## config.mk

```make
export PLATFORM = sky130hd
export DESIGN_NAME = wildcard_star_regex_matcher
export DESIGN_NICKNAME = d
export VERILOG_FILES = /design/src/hdl/wsrm_pkg.sv /design/src/hdl/wsrm_front.sv /design/src/hdl/wsrm_queue.sv /design/src/hdl/wsrm_back.sv /design/src/hdl/wildcard_star_regex_matcher.sv
export VERILOG_INCLUDE_DIRS = /design/src /design/src/hdl
export SDC_FILE = /design/constraint.sdc
export NUM_CORES = 1
export LEC_CHECK = 0
export BUFFER_PORTS_ARGS = -buffer_cell sky130_fd_sc_hd__clkbuf_2
export CAP_MARGIN = 20
export CORE_MARGIN = 1
export CORE_UTILIZATION = 30
export DETAILED_ROUTE_END_ITERATION = 12
export PLACE_DENSITY = 0.4
export SLEW_MARGIN = 20
export SYNTH_ARGS = -nofsm -noshare
export SYNTH_HDL_FRONTEND = slang
export SYNTH_SLANG_ARGS = --single-unit
```

## constraint.sdc

```tcl
create_clock -name clock -period 5.16 [get_ports clock]
set_input_delay 1.032 -clock clock [delete_from_list [all_inputs] [get_ports clock]]
set_output_delay 1.032 -clock clock [all_outputs]
set_load 0.005 [all_outputs]
```

## src/hdl/wildcard_star_regex_matcher_assert.svh

```systemverilog
// Assertion macros shared by the matcher modules.
`ifndef WILDCARD_STAR_REGEX_MATCHER_ASSERT_SVH
`define WILDCARD_STAR_REGEX_MATCHER_ASSERT_SVH
`ifndef ASSERT_OFF
`define WSRM_CHECK(label, clk, rst, prop) \
   label: assert property (@(posedge clk) disable iff (rst) prop) \
      else $error("wsrm check failed");
`define WSRM_NEVER(label, clk, rst, expr) \
   label: assert property (@(posedge clk) disable iff (rst) !(expr)) \
      else $error("wsrm forbidden condition seen");
`else
`define WSRM_CHECK(label, clk, rst, prop)
`define WSRM_NEVER(label, clk, rst, expr)
`endif
`endif

```

## src/hdl/wsrm_pkg.sv

```systemverilog
// Types and constants shared by the matcher modules.
package wsrm_pkg;

   // Input command codes
   typedef enum logic [1:0] {
      CMD_CLEAR   = 2'd0,
      CMD_APPEND  = 2'd1,
      CMD_RESTART = 2'd2,
      CMD_TEXT    = 2'd3
   } cmd_type;

   // Row operation selected by the front end
   typedef enum logic [1:0] {
      ROW_START = 2'b01,
      ROW_STEP  = 2'b10
   } row_op_type;

   // Status codes
   localparam logic [1:0] STATUS_OK   = 2'd0;
   localparam logic [1:0] STATUS_FULL = 2'd1;
   localparam logic [1:0] STATUS_STAR = 2'd2;

   // Special pattern bytes
   localparam logic [7:0] STAR_BYTE = 8'h2A;
   localparam logic [7:0] DOT_BYTE  = 8'h2E;

   // Channel widths
   localparam int CH_W       = 8;
   localparam int REQ_DATA_W = 8;
   localparam int REQ_USER_W = 2;
   localparam int RSP_DATA_W = 16;
   localparam int COUNT_W    = 6;

   // Entries in the queue between front and back
   localparam int QUEUE_DEPTH = 2;

   // Classified item passed from front to back
   typedef struct packed {
      row_op_type      op;
      logic            store_wr;
      logic            lead;
      logic [1:0]      status;
      logic [CH_W-1:0] ch;
   } item_type;

endpackage

```

## src/hdl/wsrm_front.sv

```systemverilog
// Front end: accepts commands, tracks pattern length and classifies items.
module wsrm_front #(
   parameter int MAX_PATTERN = 32,
   parameter int LEN_W       = 6
) (
   input  logic                    clock,
   input  logic                    reset,
   input  logic                    req_tvalid,
   output logic                    req_tready,
   input  logic [7:0]              req_tdata,   // ch
   input  logic [1:0]              req_tuser,   // cmd
   input  logic                    q_full,
   output logic                    push,
   output wsrm_pkg::item_type      push_item,
   output logic [LEN_W-1:0]        push_len
);

   logic [LEN_W-1:0] len_ff, len_in;
   logic             lead_ff, lead_in;
   logic             full_drop;
   wsrm_pkg::cmd_type cmd;

   assign req_tready = !q_full;
   assign push       = req_tvalid && !q_full;
   assign cmd        = wsrm_pkg::cmd_type'(req_tuser);

   // Decode the command and work out the new pattern length
   always_comb begin
      len_in             = len_ff;
      lead_in            = lead_ff;
      full_drop          = 1'b0;
      push_item.op       = wsrm_pkg::ROW_START;
      push_item.store_wr = 1'b0;
      push_item.ch       = req_tdata;
      unique case (cmd)
         wsrm_pkg::CMD_CLEAR: begin
            len_in  = '0;
            lead_in = 1'b0;
         end
         wsrm_pkg::CMD_APPEND: begin
            if (len_ff < LEN_W'(MAX_PATTERN)) begin
               if (len_ff == '0) begin
                  lead_in = (req_tdata == wsrm_pkg::STAR_BYTE);
               end
               len_in             = len_ff + LEN_W'(1);
               push_item.store_wr = 1'b1;
            end else begin
               full_drop = 1'b1;
            end
         end
         wsrm_pkg::CMD_RESTART: begin
            push_item.op = wsrm_pkg::ROW_START;
         end
         wsrm_pkg::CMD_TEXT: begin
            push_item.op = wsrm_pkg::ROW_STEP;
         end
      endcase
      push_item.lead = lead_in;
      if (full_drop) begin
         push_item.status = wsrm_pkg::STATUS_FULL;
      end else if (lead_in) begin
         push_item.status = wsrm_pkg::STATUS_STAR;
      end else begin
         push_item.status = wsrm_pkg::STATUS_OK;
      end
      push_len = len_in;
   end

   // Commit length and leading-star flag on accept
   always_ff @(posedge clock) begin
      if (reset) begin
         len_ff  <= '0;
         lead_ff <= 1'b0;
      end else if (push) begin
         len_ff  <= len_in;
         lead_ff <= lead_in;
      end
   end

endmodule

```

## src/hdl/wsrm_queue.sv

```systemverilog
// Short register queue between the front end and the row engine.
`include "wildcard_star_regex_matcher_assert.svh"
module wsrm_queue #(
   parameter int WIDTH = 8
) (
   input  logic             clock,
   input  logic             reset,
   input  logic             push,
   input  logic [WIDTH-1:0] push_data,
   input  logic             pop,
   output logic [WIDTH-1:0] head_data,
   output logic             empty,
   output logic             full
);

   localparam int DEPTH = wsrm_pkg::QUEUE_DEPTH;
   localparam int PTR_W = (DEPTH > 1) ? $clog2(DEPTH) : 1;
   localparam int CNT_W = $clog2(DEPTH + 1);

   logic [WIDTH-1:0] slot_ff [DEPTH];
   logic [PTR_W-1:0] wr_ptr_ff, wr_ptr_in;
   logic [PTR_W-1:0] rd_ptr_ff, rd_ptr_in;
   logic [CNT_W-1:0] count_ff, count_in;

   assign empty     = (count_ff == '0);
   assign full      = (count_ff == CNT_W'(DEPTH));
   assign head_data = slot_ff[rd_ptr_ff];

   // Advance pointers and count
   always_comb begin
      wr_ptr_in = wr_ptr_ff;
      rd_ptr_in = rd_ptr_ff;
      count_in  = count_ff;
      if (push) begin
         wr_ptr_in = (wr_ptr_ff == PTR_W'(DEPTH - 1)) ? '0 : wr_ptr_ff + PTR_W'(1);
      end
      if (pop) begin
         rd_ptr_in = (rd_ptr_ff == PTR_W'(DEPTH - 1)) ? '0 : rd_ptr_ff + PTR_W'(1);
      end
      if (push && !pop) begin
         count_in = count_ff + CNT_W'(1);
      end else if (pop && !push) begin
         count_in = count_ff - CNT_W'(1);
      end
   end

   always_ff @(posedge clock) begin
      if (reset) begin
         wr_ptr_ff <= '0;
         rd_ptr_ff <= '0;
         count_ff  <= '0;
      end else begin
         wr_ptr_ff <= wr_ptr_in;
         rd_ptr_ff <= rd_ptr_in;
         count_ff  <= count_in;
      end
   end

   // Store pushed item
   always_ff @(posedge clock) begin
      if (push) begin
         slot_ff[wr_ptr_ff] <= push_data;
      end
   end

   `WSRM_NEVER(a_queue_overflow, clock, reset, push && full && !pop)
   `WSRM_NEVER(a_queue_underflow, clock, reset, pop && empty)
   `WSRM_CHECK(a_queue_count, clock, reset, count_ff <= CNT_W'(DEPTH))

endmodule

```

## src/hdl/wsrm_back.sv

```systemverilog
// Row engine: holds the pattern and match row, updates the row per item.
`include "wildcard_star_regex_matcher_assert.svh"
module wsrm_back #(
   parameter int MAX_PATTERN = 32,
   parameter int LEN_W       = 6
) (
   input  logic                    clock,
   input  logic                    reset,
   input  logic                    q_empty,
   input  wsrm_pkg::item_type      head,
   input  logic [LEN_W-1:0]        head_len,
   output logic                    pop,
   output logic                    rsp_tvalid,
   input  logic                    rsp_tready,
   output logic [15:0]             rsp_tdata    // matched, status[1:0], pattern_count[5:0]
);

   localparam int PIDX_W = (MAX_PATTERN > 1) ? $clog2(MAX_PATTERN) : 1;
   localparam int LEVELS = $clog2(MAX_PATTERN + 1);

   logic [7:0]         pat_ff  [MAX_PATTERN];
   logic [7:0]         pat_eff [MAX_PATTERN];
   logic [MAX_PATTERN:0] row_ff, row_in;
   logic [MAX_PATTERN:0] g_lv [LEVELS + 1];
   logic [MAX_PATTERN:0] p_lv [LEVELS + 1];
   logic [PIDX_W-1:0]  widx;
   logic [LEN_W+5:0]   count_ext;
   logic               rsp_valid_ff, rsp_valid_in;
   logic               rsp_matched_ff;
   logic [1:0]         rsp_status_ff;
   logic [5:0]         rsp_count_ff;

   assign pop        = !q_empty && (!rsp_valid_ff || rsp_tready);
   assign widx       = PIDX_W'(head_len - LEN_W'(1));
   assign count_ext  = {6'b0, head_len};
   assign rsp_tvalid = rsp_valid_ff;
   assign rsp_tdata  = {7'b0, rsp_count_ff, rsp_status_ff, rsp_matched_ff};

   // Build per-position generate/propagate, then resolve star chains by prefix
   always_comb begin
      logic hit;
      for (int i = 0; i < MAX_PATTERN; i++) begin
         pat_eff[i] = (head.store_wr && widx == PIDX_W'(i)) ? head.ch : pat_ff[i];
      end
      g_lv[0] = '0;
      p_lv[0] = '0;
      hit     = 1'b0;
      unique case (head.op)
         wsrm_pkg::ROW_START: begin
            g_lv[0][0] = 1'b1;
            for (int j = 2; j <= MAX_PATTERN; j++) begin
               p_lv[0][j] = (pat_eff[j-1] == wsrm_pkg::STAR_BYTE);
            end
         end
         wsrm_pkg::ROW_STEP: begin
            for (int j = 1; j <= MAX_PATTERN; j++) begin
               if (pat_eff[j-1] == wsrm_pkg::STAR_BYTE) begin
                  if (j >= 2) begin
                     hit = (pat_eff[j-2] == wsrm_pkg::DOT_BYTE) || (pat_eff[j-2] == head.ch);
                     g_lv[0][j] = hit && row_ff[j];
                     p_lv[0][j] = 1'b1;
                  end
               end else begin
                  hit = (pat_eff[j-1] == wsrm_pkg::DOT_BYTE) || (pat_eff[j-1] == head.ch);
                  g_lv[0][j] = hit && row_ff[j-1];
               end
            end
         end
         default: begin
            g_lv[0] = '0;
         end
      endcase
      for (int l = 0; l < LEVELS; l++) begin
         for (int j = 0; j <= MAX_PATTERN; j++) begin
            if (j >= (2 << l)) begin
               g_lv[l+1][j] = g_lv[l][j] | (p_lv[l][j] & g_lv[l][j - (2 << l)]);
               p_lv[l+1][j] = p_lv[l][j] & p_lv[l][j - (2 << l)];
            end else begin
               g_lv[l+1][j] = g_lv[l][j];
               p_lv[l+1][j] = p_lv[l][j];
            end
         end
      end
      row_in = g_lv[LEVELS];
   end

   // Hold the result until taken
   always_comb begin
      rsp_valid_in = rsp_valid_ff;
      if (pop) begin
         rsp_valid_in = 1'b1;
      end else if (rsp_tready) begin
         rsp_valid_in = 1'b0;
      end
   end

   always_ff @(posedge clock) begin
      if (reset) begin
         rsp_valid_ff <= 1'b0;
         row_ff       <= (MAX_PATTERN + 1)'(1);
      end else begin
         rsp_valid_ff <= rsp_valid_in;
         if (pop) begin
            row_ff <= row_in;
         end
      end
   end

   // Capture result fields and write the pattern byte
   always_ff @(posedge clock) begin
      if (pop) begin
         rsp_matched_ff <= row_in[head_len] && !head.lead;
         rsp_status_ff  <= head.status;
         rsp_count_ff   <= count_ext[5:0];
         if (head.store_wr) begin
            pat_ff[widx] <= head.ch;
         end
      end
   end

   `WSRM_CHECK(a_star_never_matches, clock, reset,
      (rsp_valid_ff && rsp_status_ff == wsrm_pkg::STATUS_STAR) |-> !rsp_matched_ff)
   `WSRM_CHECK(a_start_sets_origin, clock, reset,
      (pop && head.op == wsrm_pkg::ROW_START) |=> row_ff[0])
   `WSRM_CHECK(a_step_clears_origin, clock, reset,
      (pop && head.op == wsrm_pkg::ROW_STEP) |=> !row_ff[0])

endmodule

```

## src/hdl/wildcard_star_regex_matcher.sv

```systemverilog
// Top level of the streaming wildcard and star pattern matcher.
//
//   channel  direction  payload
//   req_*    in         tuser = cmd[1:0], tdata = ch[7:0]
//   rsp_*    out        tdata = matched, status[1:0], pattern_count[5:0], zero pad
//
// Each item yields one result; the row engine resolves a whole item combinationally,
// so the block sustains one item per cycle when the result side keeps up.
// Results are registered: queue slot written at accept, result register loaded at pop.
// A two-entry queue separates the decoder from the row engine; a stalled result
// stops the engine, and the decoder keeps taking items until the queue fills.
// Reset is synchronous: pattern length zero, row origin set, queue and result empty.
module wildcard_star_regex_matcher #(
   parameter int MAX_PATTERN = 32
) (
   input  logic        clock,
   input  logic        reset,
   input  logic        req_tvalid,
   output logic        req_tready,
   input  logic [7:0]  req_tdata,   // ch[7:0]
   input  logic [1:0]  req_tuser,   // cmd[1:0]
   output logic        rsp_tvalid,
   input  logic        rsp_tready,
   output logic [15:0] rsp_tdata    // matched, status[2:1], pattern_count[8:3], zero
);

   localparam int LEN_W = $clog2(MAX_PATTERN + 1);
   localparam int Q_W   = LEN_W + $bits(wsrm_pkg::item_type);

   logic                 push, pop, q_empty, q_full;
   wsrm_pkg::item_type   push_item, head_item;
   logic [LEN_W-1:0]     push_len, head_len;
   logic [Q_W-1:0]       head_data;

   wsrm_front #(
      .MAX_PATTERN (MAX_PATTERN),
      .LEN_W       (LEN_W)
   ) u_front (
      .clock      (clock),
      .reset      (reset),
      .req_tvalid (req_tvalid),
      .req_tready (req_tready),
      .req_tdata  (req_tdata),
      .req_tuser  (req_tuser),
      .q_full     (q_full),
      .push       (push),
      .push_item  (push_item),
      .push_len   (push_len)
   );

   wsrm_queue #(
      .WIDTH (Q_W)
   ) u_queue (
      .clock     (clock),
      .reset     (reset),
      .push      (push),
      .push_data ({push_len, push_item}),
      .pop       (pop),
      .head_data (head_data),
      .empty     (q_empty),
      .full      (q_full)
   );

   // Split the queue head back into length and item
   assign head_item = wsrm_pkg::item_type'(head_data[$bits(wsrm_pkg::item_type)-1:0]);
   assign head_len  = head_data[Q_W-1:$bits(wsrm_pkg::item_type)];

   wsrm_back #(
      .MAX_PATTERN (MAX_PATTERN),
      .LEN_W       (LEN_W)
   ) u_back (
      .clock      (clock),
      .reset      (reset),
      .q_empty    (q_empty),
      .head       (head_item),
      .head_len   (head_len),
      .pop        (pop),
      .rsp_tvalid (rsp_tvalid),
      .rsp_tready (rsp_tready),
      .rsp_tdata  (rsp_tdata)
   );

endmodule
```

==> results of run 1 <==
## metal layers
| layer | GRT usage, % | part of all wire, % | routed length (um) |
|---|---|---|---|
| met4 | 6.04 | 2.6 | 1770 |
| met5 | 0 | 0 | 0 |
| met2 | 35.9 | 49 | 33900 |
| met3 | 2.99 | 4.6 | 3160 |
| met1 | 27.3 | 44 | 30400 |
## cell usage after synthesis, types with 9 or more instances
master / number / share of area, %
nor2_1: 164 / 3.2
dfxtp_1: 46 / 4.8
clkbuf_1: 31 / 0.60
nand4_1: 30 / 0.97
mux2i_4: 9 / 1.0
xor2_1: 23 / 1.0
buf_2: 16 / 0.41
buf_4: 24 / 0.93
inv_1: 58 / 1.1
nand3_1: 36 / 0.93
nor3_1: 47 / 1.2
nand2b_1: 13 / 0.42
o211ai_1: 13 / 0.50
o31ai_1: 11 / 0.43
and2_1: 11 / 0.36
nand4b_1: 11 / 0.50
a31oi_1: 22 / 0.71
o21ai_0: 36 / 0.93
nor4_1: 67 / 2.2
edfxtp_1: 305 / 47
and3_1: 9 / 0.29
nand2_1: 109 / 2.1
xnor2_1: 237 / 11
mux2_2: 11 / 0.64
nor4b_1: 21 / 0.95
a21oi_1: 49 / 1.3
mux2i_1: 31 / 1.6
a211oi_1: 28 / 1.1
nor2b_1: 11 / 0.36
nor3b_1: 18 / 0.70
a22oi_1: 12 / 0.47
## report_power, final
part           switching (mW)  internal (mW)  leakage, nW
sequential              0.221           3.57         3.15
clock                    1.22           1.63        0.639
combinational            2.54           1.27         3.23
total                    3.98           6.47         7.02
## logic make-up after synthesis
kind of cell	share of synthesized area (%)
DFF	52.1
buffers and inverters	3.42
other	0.0194
xor gates and xnor gates	11.8
adders and majority gates	0.323
and+or+nand+nor	17.0
muxes	3.79
AOI/OAI and AO/OA	11.6
## state kept, by name, summed over array words and instances, names as in the netlist, named ones only
signal                 count
u_back.rsp_matched_ff      1
u_back.rsp_count_ff        6
u_queue.count_ff           2
u_back.rsp_status_ff       2
u_back.pat_ff            256
u_back.rsp_tvalid          1
u_queue.slot_ff           40
u_front.lead_ff            1
u_front.len_ff             6
u_back.row_ff             33
u_queue.wr_ptr_ff          1
u_queue.rd_ptr_ff          1
## path summary, 6_finish.rpt
| kind | from | endpoint | slack [ps] | depth (start not counted) |
|---|---|---|---|---|
| worst max-delay path | register | u_back.rsp_matched_ff | 380 | 16 |
| worst max register to register | register | u_back.rsp_matched_ff | 380 | 16 |
| worst min-delay path | u_back.row_ff[18] | u_back.row_ff[18] | 470 | 2 |
| worst min register to register | u_back.row_ff[18] | u_back.row_ff[18] | 470 | 2 |
## critical path: stages (launching register included)
cell and delay [ps]:
dfxtp_4 580, buf_12 260, mux2i_4 280, buf_12 290
xnor2_1 110, nor4_1 330, nand3_1 220, a2111oi_4 420
a311oi_2 100, a21oi_1 390, a31oi_1 330, o211ai_1 290
nand3_1 150, a31oi_1 270, o41ai_2 130, nor4_2 310
a2bb2oi_2 140
## layout make-up
class	count	share of cell area, %
inverter	62	1.04
multi-input combinational	1235	38.7
timing repair buffer	130	4.70
antenna	1	0.0112
clock inverter	24	0.737
tap	846	4.72
sequential	351	45.0
clock buffer	53	5.11
## layout by cell type (no fill, tap or decap), drive strengths merged, types with 19 or more instances in the layout
master / synthesis / final
nor3b: 20 / 20
mux2i: 46 / 46
clkbuf: 31 / 77
nor4: 70 / 70
a31oi: 22 / 22
nor3: 48 / 48
a211oi: 33 / 33
nand2: 109 / 109
xor2: 23 / 23
buf: 46 / 106
dfxtp: 46 / 46
a21oi: 53 / 53
nor2: 166 / 166
o21ai: 43 / 43
inv: 62 / 64
xnor2: 237 / 237
edfxtp: 305 / 305
clkinv: 0 / 19
nand4: 32 / 32
nor4b: 23 / 23
nand3: 36 / 36
==> results.cfg, run 1 <==
[outcome]
status = completed

[detailed_routing]
first_pass_iters = 5
ant_nets = 0
drc = 0
vias_per_cell = 5.36
via_count = 14500
dr.first_iter.drc_count = 1172
wire_per_inst_um = 25.6
routed_wl_um = 69200

[yosys]
avgSynthCellArea_um2 = 11.3
synth-seq-area-share_pct = 52.1
yosys_warnings = 0
ys_seq_elements = 351
ys_types = 106
syn_inst = 1719
synth_area_um2 = 19400
yosys_most_used_dff = edfxtp_1
synthArstFlopShare_pct = 0
synth_edf_count = 305

[cts]
ctsHoldBuffers = 0
clock_latency_ps = 580
cts_buffers = 42
cts_resized = 0
cts_tree = yes
clock-sinks = 351
h-tree-depth = 2
cts_buffer_depth = 3
clk_pin_slew_ps = 60
cts_setup_buffers = 0
clock-root-buffer = clkbuf_16

[power]
powerDensity_nw_per_um2 = 466
p_leak_nw = 7.02
finalPower_mw = 10.5
vdd_drop_max_v = 0.000253

[die]
die_w_um = 256
core-area_um2 = 63400
io_pins = 32
start_util_pct = 30.5
dieHeight_um = 256
core.rowCount = 92
dieArea_um2 = 65500

[worst_setup_path]
crit_required_ps = 5590
cp-start-kind = register
worstSetupEndpointType = register
crit_type = reg -> reg
crit_fanout = 30
crit_arrival_ps = 5210

[finish]
multi_input_area_um2 = 8670
layout.cells.non_filler = 2702
nFillCells = 6309
final_area_um2 = 22400
nNetsFinal = 1841
drive_above_1_share_pct = 15.6
fin_util_pct = 35.3
areaGrowthSynthToFinish_pct = 15.8
regArea_um2 = 10100

[sta]
tightest_slew_ps = 1040
slew-limit-headroom_pct = 30.4
setup_viol = 0
max_freq_mhz = 209
skew_ps = 25.0
drv_slew = 0
fin_crit_ps = 4780
hold_violations = 0
timing.hold.ws_ps = 467
setup_ws_ps = 382
fin_crit_sh_pct = 92.6
fin_setup_tns_ps = 0
rsz0062_at_grt = no

[place]
placed_area_um2 = 21100
place_hpwl_um = 48700
dp.cells = 2624
pre_cts_slack_ps = 165
portBuffers = 24
gp_congestion = 0.917

[global_route]
first_global_vias = 14600
antenna_found_initial = 0
grt_max_degree = 47
grt_first_pass_wirelength_um = 102000
gr-usage-all-layers_pct = 20.9
grt-ovfl-total = 0

[job]
drv_cap = 0

[min_path]
hp-class = reg -> reg
No activity file was read; power rests on OpenSTA's default activity.
==> run 2, diff against run 1 <==
--- a/config.mk
+++ b/config.mk
@@ -11,7 +11,9 @@
 export CORE_MARGIN = 1
 export CORE_UTILIZATION = 30
 export DETAILED_ROUTE_END_ITERATION = 12
+export GPL_ROUTABILITY_DRIVEN = 1
 export PLACE_DENSITY = 0.4
+export RECOVER_POWER = 25
 export SLEW_MARGIN = 20
 export SYNTH_ARGS = -nofsm -noshare
 export SYNTH_HDL_FRONTEND = slang
==> run 2 against run 1 <==
Compared with the run above:
- the run now ends with max-capacitance violations, max-slew violations left
- worst setup slack better by 17 ps
- count of clock-buffer cells in the layout stayed put
- clock power hardly changed
- highest routed layer unchanged
- non-clock buffer count stayed put
- combinational power is 1% lower
- first-iteration DRC count is 5.1% higher
- routed wire length hardly changed
- clock skew is 0.78 ps higher
- total power is 0.33% lower
==> results.cfg, run 2 (synthesis gave the netlist of run 1 again) <==
[sta]
rsz0062_at_grt = no
fin_crit_sh_pct = 92.3
fin_setup_tns_ps = 0
max_freq_mhz = 210
slew-limit-headroom_pct = -84.9
skew_ps = 25.8
fin_crit_ps = 4760
tightest_slew_ps = 2770
drv_slew = 166
hold_violations = 0
setup_viol = 0

[worst_setup_path]
cp-start-kind = register
worstSetupEndpointType = register
r2r-end = u_back.rsp_matched_ff
reg2regPathDepth = 16
crit_arrival_ps = 5190
cpMaxStageDelayCell = dfxtp_4
crit_fanout = 30
slowest_delay_ps = 560
cp_cell_sequence = buf_12 -> mux2i_1 -> buf_12 -> xnor2_1 -> nor4_1 -> nand3_1 -> a2111oi_4 -> a311oi_2 -> a21oi_1 -> a31oi_1 -> o211ai_1 -> nand3_1 -> a31oi_1 -> o41ai_2 -> nor4_2 -> a2bb2oi_2
crit_required_ps = 5590
r2r_setup_slack_ps = 400
crit_type = reg -> reg

[finish]
final_common_cell = edfxtp_1
layout.cells.non_filler = 2701
drive_above_1_share_pct = 14.0
nNetsFinal = 1841
diodes = 0
final_cell_mix = 305 x edfxtp_1, 237 x xnor2_1, 164 x nor2_1
areaGrowthSynthToFinish_pct = 15.3
reg_top3 = u_back.pat_ff x256, u_queue.slot_ff x40, u_back.row_ff x33
fin_util_pct = 35.2
final_area_um2 = 22300
largest_reg_flops = 256
regMostFlops = u_back.pat_ff
nFillCells = 6326

[detailed_routing]
via_count = 14500
routed_wl_um = 69200
ant_nets = 0
drc = 0
dr.first_iter.drc_count = 1232
vias_per_cell = 5.37
first_pass_iters = 5
wire_per_inst_um = 25.6

[global_route]
antenna_found_initial = 0
gr-usage-all-layers_pct = 20.9
grt_first_pass_wirelength_um = 102000
grt-ovfl-total = 0
first_global_vias = 14600
grt_max_degree = 47

[power]
seq_power_share_pct = 36.4
combinationalPowerShare_pct = 36.2
switchingPower_mw = 3.97
p_clk_share_pct = 27.3
p_leak_nw = 6.95
vdd_drop_max_v = 0.000253
internal_power_mw = 6.44
netSwitchingFraction_pct = 38.1
powerDensity_nw_per_um2 = 467

[die]
start_util_pct = 30.5
die_w_um = 256
core-area_um2 = 63400
dieHeight_um = 256
core.rowCount = 92
dieArea_um2 = 65500
io_pins = 32

[place]
gp_congestion = 0.917
portBuffers = 24
dp.cells = 2624
placed_area_um2 = 21100
place_hpwl_um = 48700

[cts]
h-tree-depth = 2
cts_buffer_depth = 3
clock_latency_ps = 580
cts_buffers = 42
ctsHoldBuffers = 0
clock-root-buffer = clkbuf_16
cts_setup_buffers = 0
cts_tree = yes
cts_resized = 0
clock-sinks = 351
clk_pin_slew_ps = 60

[min_path]
hold_depth = 2
worstHoldEndpoint = u_back.row_ff[18]
min_from = u_back.row_ff[18]
hp-class = reg -> reg

[job]
drv_cap = 5

[outcome]
failed_checks = max-capacitance violations, max-slew violations
status = finished with violations
run 2: cell count changes in the layout (fill, tap and decap cells not counted), sizes merged:
| cell | change |
|---|---|
| buf | -6 |
| clkbuf | +6 |
| diode | -1 |
run 2: power groups by stage:
| stage | combinational (mW) | sequential (mW) | clock, mW |
|---|---|---|---|
| after floorplan | 2.34 | 3.74 | 0 |
| after global placement | 3.83 | 3.85 | 0 |
| after detailed placement | 3.83 | 3.85 | 0 |
| after CTS | 3.85 | 3.79 | 2.92 |
| after global routing | 4.02 | 3.83 | 3.03 |
| final | 3.77 | 3.80 | 2.85 |
run 2: layout make-up:
class | count | area, um^2 | area share, %
inverters | 62 | 233 | 1.04
multi-input cells | 1235 | 8620 | 38.6
clock buffers | 53 | 1140 | 5.13
clock inverters | 24 | 165 | 0.740
well taps | 846 | 1060 | 4.74
flip-flops and latches | 351 | 10100 | 45.2
repair buffers | 130 | 1010 | 4.55
run 2: how the worst max path moves through the flow:
stage          startpoint                     to  slack [ps]  depth (start not counted)
6_report         register  u_back.rsp_matched_ff         400                         16
4_1_cts          register  u_back.rsp_matched_ff         150                         16
2_1_floorplan    register  u_back.rsp_matched_ff        1070                         18
5_1_grt          register  u_back.rsp_matched_ff          70                         16
3_3_place_gp     register  u_back.rsp_matched_ff         210                         16
3_5_place_dp     register  u_back.rsp_matched_ff         160                         16
run 2: metrics by stage:
stage                     hold slack [ps]  setup WS (ps)  power (mW)
after floorplan                       437           1070        6.08
after global placement                447            215        7.68
after detailed placement              454            165        7.68
after CTS                             462            153        10.6
after global routing                  495           74.5        10.9
final                                 463            399        10.4
run 2: critical path, delay by kind of cell, from the launching register on:
kind / cells / cell delay (ps)
flops: 1 / 560
buf+inv: 2 / 550
simple gates: 4 / 950
mux: 1 / 350
xor+xnor: 1 / 100
compound gates: 8 / 2070
run 2: routing by layer:
metal  wire, um  up-vias  GRT usage (%)
li1           -     6660              -
met4       1760        0           6.04
met5          0        -              0
met3       3120       93           2.99
met2      33800      388           35.9
met1      30500     7353           27.3
==> run 3, diff against run 2 <==
--- a/config.mk
+++ b/config.mk
@@ -8,6 +8,7 @@
 export LEC_CHECK = 0
 export BUFFER_PORTS_ARGS = -buffer_cell sky130_fd_sc_hd__clkbuf_2
 export CAP_MARGIN = 20
+export CORE_ASPECT_RATIO = 0.75
 export CORE_MARGIN = 1
 export CORE_UTILIZATION = 30
 export DETAILED_ROUTE_END_ITERATION = 12
==> run 3 against run 2 <==
Compared with the run above:
- the flow now finishes without violations
- global-route usage is 0.64 points higher
- sequential share of layout area is 0.31 points lower
- routed wire length is 2.5% higher
- die area hardly changed
- design area is 0.70% higher
- sequential cell count stayed put
- critical endpoint unchanged
- largest cell class unchanged
- largest power group is now combinational cells
- highest routed layer is now met5
==> results.cfg, run 3 (synthesis gave the netlist of run 1 again) <==
[power]
finalPower_mw = 10.5
vdd_drop_max_v = 0.000232
p_leak_nw = 7.03
powerDensity_nw_per_um2 = 466

[cts]
clock-root-buffer = clkbuf_16
clock_latency_ps = 580
h-tree-depth = 2
cts_buffer_depth = 3
clock-sinks = 351
cts_tree = yes
ctsHoldBuffers = 0
cts_buffers = 40
clk_pin_slew_ps = 70

[finish]
nNetsFinal = 1860
largest_reg_flops = 256
final_cell_mix = 305 x edfxtp_1, 237 x xnor2_1, 163 x nor2_1
drive_above_1_share_pct = 14.9
reg_top3 = u_back.pat_ff x256, u_queue.slot_ff x40, u_back.row_ff x33
final_common_cell = edfxtp_1
regMostFlops = u_back.pat_ff
areaGrowthSynthToFinish_pct = 16.1

[place]
place_hpwl_um = 51100
portBuffers = 24
gp_congestion = 0.933

[sta]
skew_ps = 27.0
rsz0062_at_grt = no
drv_slew = 0
hold_violations = 0
fin_crit_ps = 4960
max_freq_mhz = 202
fin_setup_tns_ps = 0
tightest_slew_ps = 1400
setup_viol = 0
slew-limit-headroom_pct = 6.41
fin_crit_sh_pct = 96.0

[die]
die_w_um = 295
core-area_um2 = 63700
io_pins = 32
start_util_pct = 30.4
dieHeight_um = 222
core.rowCount = 80
dieArea_um2 = 65600

[detailed_routing]
dr.first_iter.drc_count = 1343
wire_per_inst_um = 26.0
first_pass_iters = 5
drc = 0
routed_wl_um = 71000
vias_per_cell = 5.37
via_count = 14700
ant_nets = 0

[global_route]
grtUsageMet1_pct = 34.5
grt-ovfl-total = 0
first_global_vias = 14100
antenna_found_initial = 1
grt_first_pass_wirelength_um = 102000
gr-usage-met2_pct = 29.1
grt-busiest-layer = met1
met3_usage_pct = 4.24
grt_max_degree = 47
gr-usage-all-layers_pct = 21.6

[outcome]
status = completed

[min_path]
worstHoldEndpoint = u_back.row_ff[1]
hold_depth = 2
min_from = u_back.row_ff[1]
hp-class = reg -> reg

[worst_setup_path]
cp-start-kind = register
crit_arrival_ps = 5400
crit_fanout = 28
crit_type = reg -> reg
reg2regPathDepth = 16
r2r-end = u_back.rsp_matched_ff
r2r_setup_slack_ps = 200
crit_required_ps = 5600
worstSetupEndpointType = register

[job]
drv_cap = 0
[run 3: metal layers]
metal	vias up	share of wire, %	wire, um
li1	6695	-	-
met1	7347	52	36700
met2	539	39	27800
met3	88	7.0	4980
met4	2	2.0	1430
met5	-	0.021	15
[run 3: worst max-delay path by stage]
| stage | start | endpoint | slack, ps | cells after the start |
|---|---|---|---|---|
| after floorplan | register | u_back.rsp_matched_ff | 1070 | 18 |
| after global placement | register | u_back.rsp_matched_ff | 110 | 17 |
| after detailed placement | register | u_back.rsp_matched_ff | 80 | 17 |
| after CTS | register | u_back.rsp_matched_ff | 60 | 17 |
| after global routing | register | u_back.rsp_matched_ff | 30 | 16 |
| final | register | u_back.rsp_matched_ff | 200 | 16 |
[run 3: where the power goes]
group | leakage (nW) | internal (mW) | switching [mW]
clock | 0.611 | 1.58 | 1.21
combinational | 3.28 | 1.28 | 2.61
sequential | 3.15 | 3.57 | 0.219
[run 3: per-stage QoR]
| step | instances | hold slack [ps] | util [%] | instance area (um^2) | setup WS, ps |
|---|---|---|---|---|---|
| 6_report | 2734 | 459 | 35.3 | 22500 | 205 |
| 2_1_floorplan | 1725 | 437 | - | 19400 | 1070 |
| 3_3_place_gp | 2658 | 447 | 33.4 | 21200 | 113 |
| 5_1_grt | 2733 | 482 | 35.3 | 22500 | 26.3 |
| 4_1_cts | 2731 | 459 | 35.3 | 22500 | 63.6 |
| 3_5_place_dp | 2658 | 449 | 33.4 | 21200 | 84.3 |
[run 3: final cells by class]
cell class / count / area, um^2
Multi-Input combinational cell: 1235 / 8640
Sequential cell: 351 / 10100
Timing Repair Buffer: 151 / 1190
Antenna cell: 1 / 2.50
Clock buffer: 57 / 1140
Inverter: 62 / 233
Fill cell: 6364 / 41200
Clock inverter: 16 / 111
Tap cell: 861 / 1080
[run 3: what timing repair did]
item                                    4_1_cts  5_1_grt
setup buffers                                 0        2
endpoints found under the setup margin        0        2
resized for setup                             0        1
[run 3: critical path, stage by stage, from the launching register on]
cell and delay [ps]:
dfxtp_4 550, buf_12 260, mux2i_4 390, xnor2_1 130, nor4_1 640, buf_4 230
nand3_1 140, a2111oi_4 400, a311oi_2 100, nor4_1 410, a21oi_1 130, a211oi_2 470
nor2_1 130, o32ai_1 380, nor2_1 90, nor4_2 180, a2bb2oi_2 140
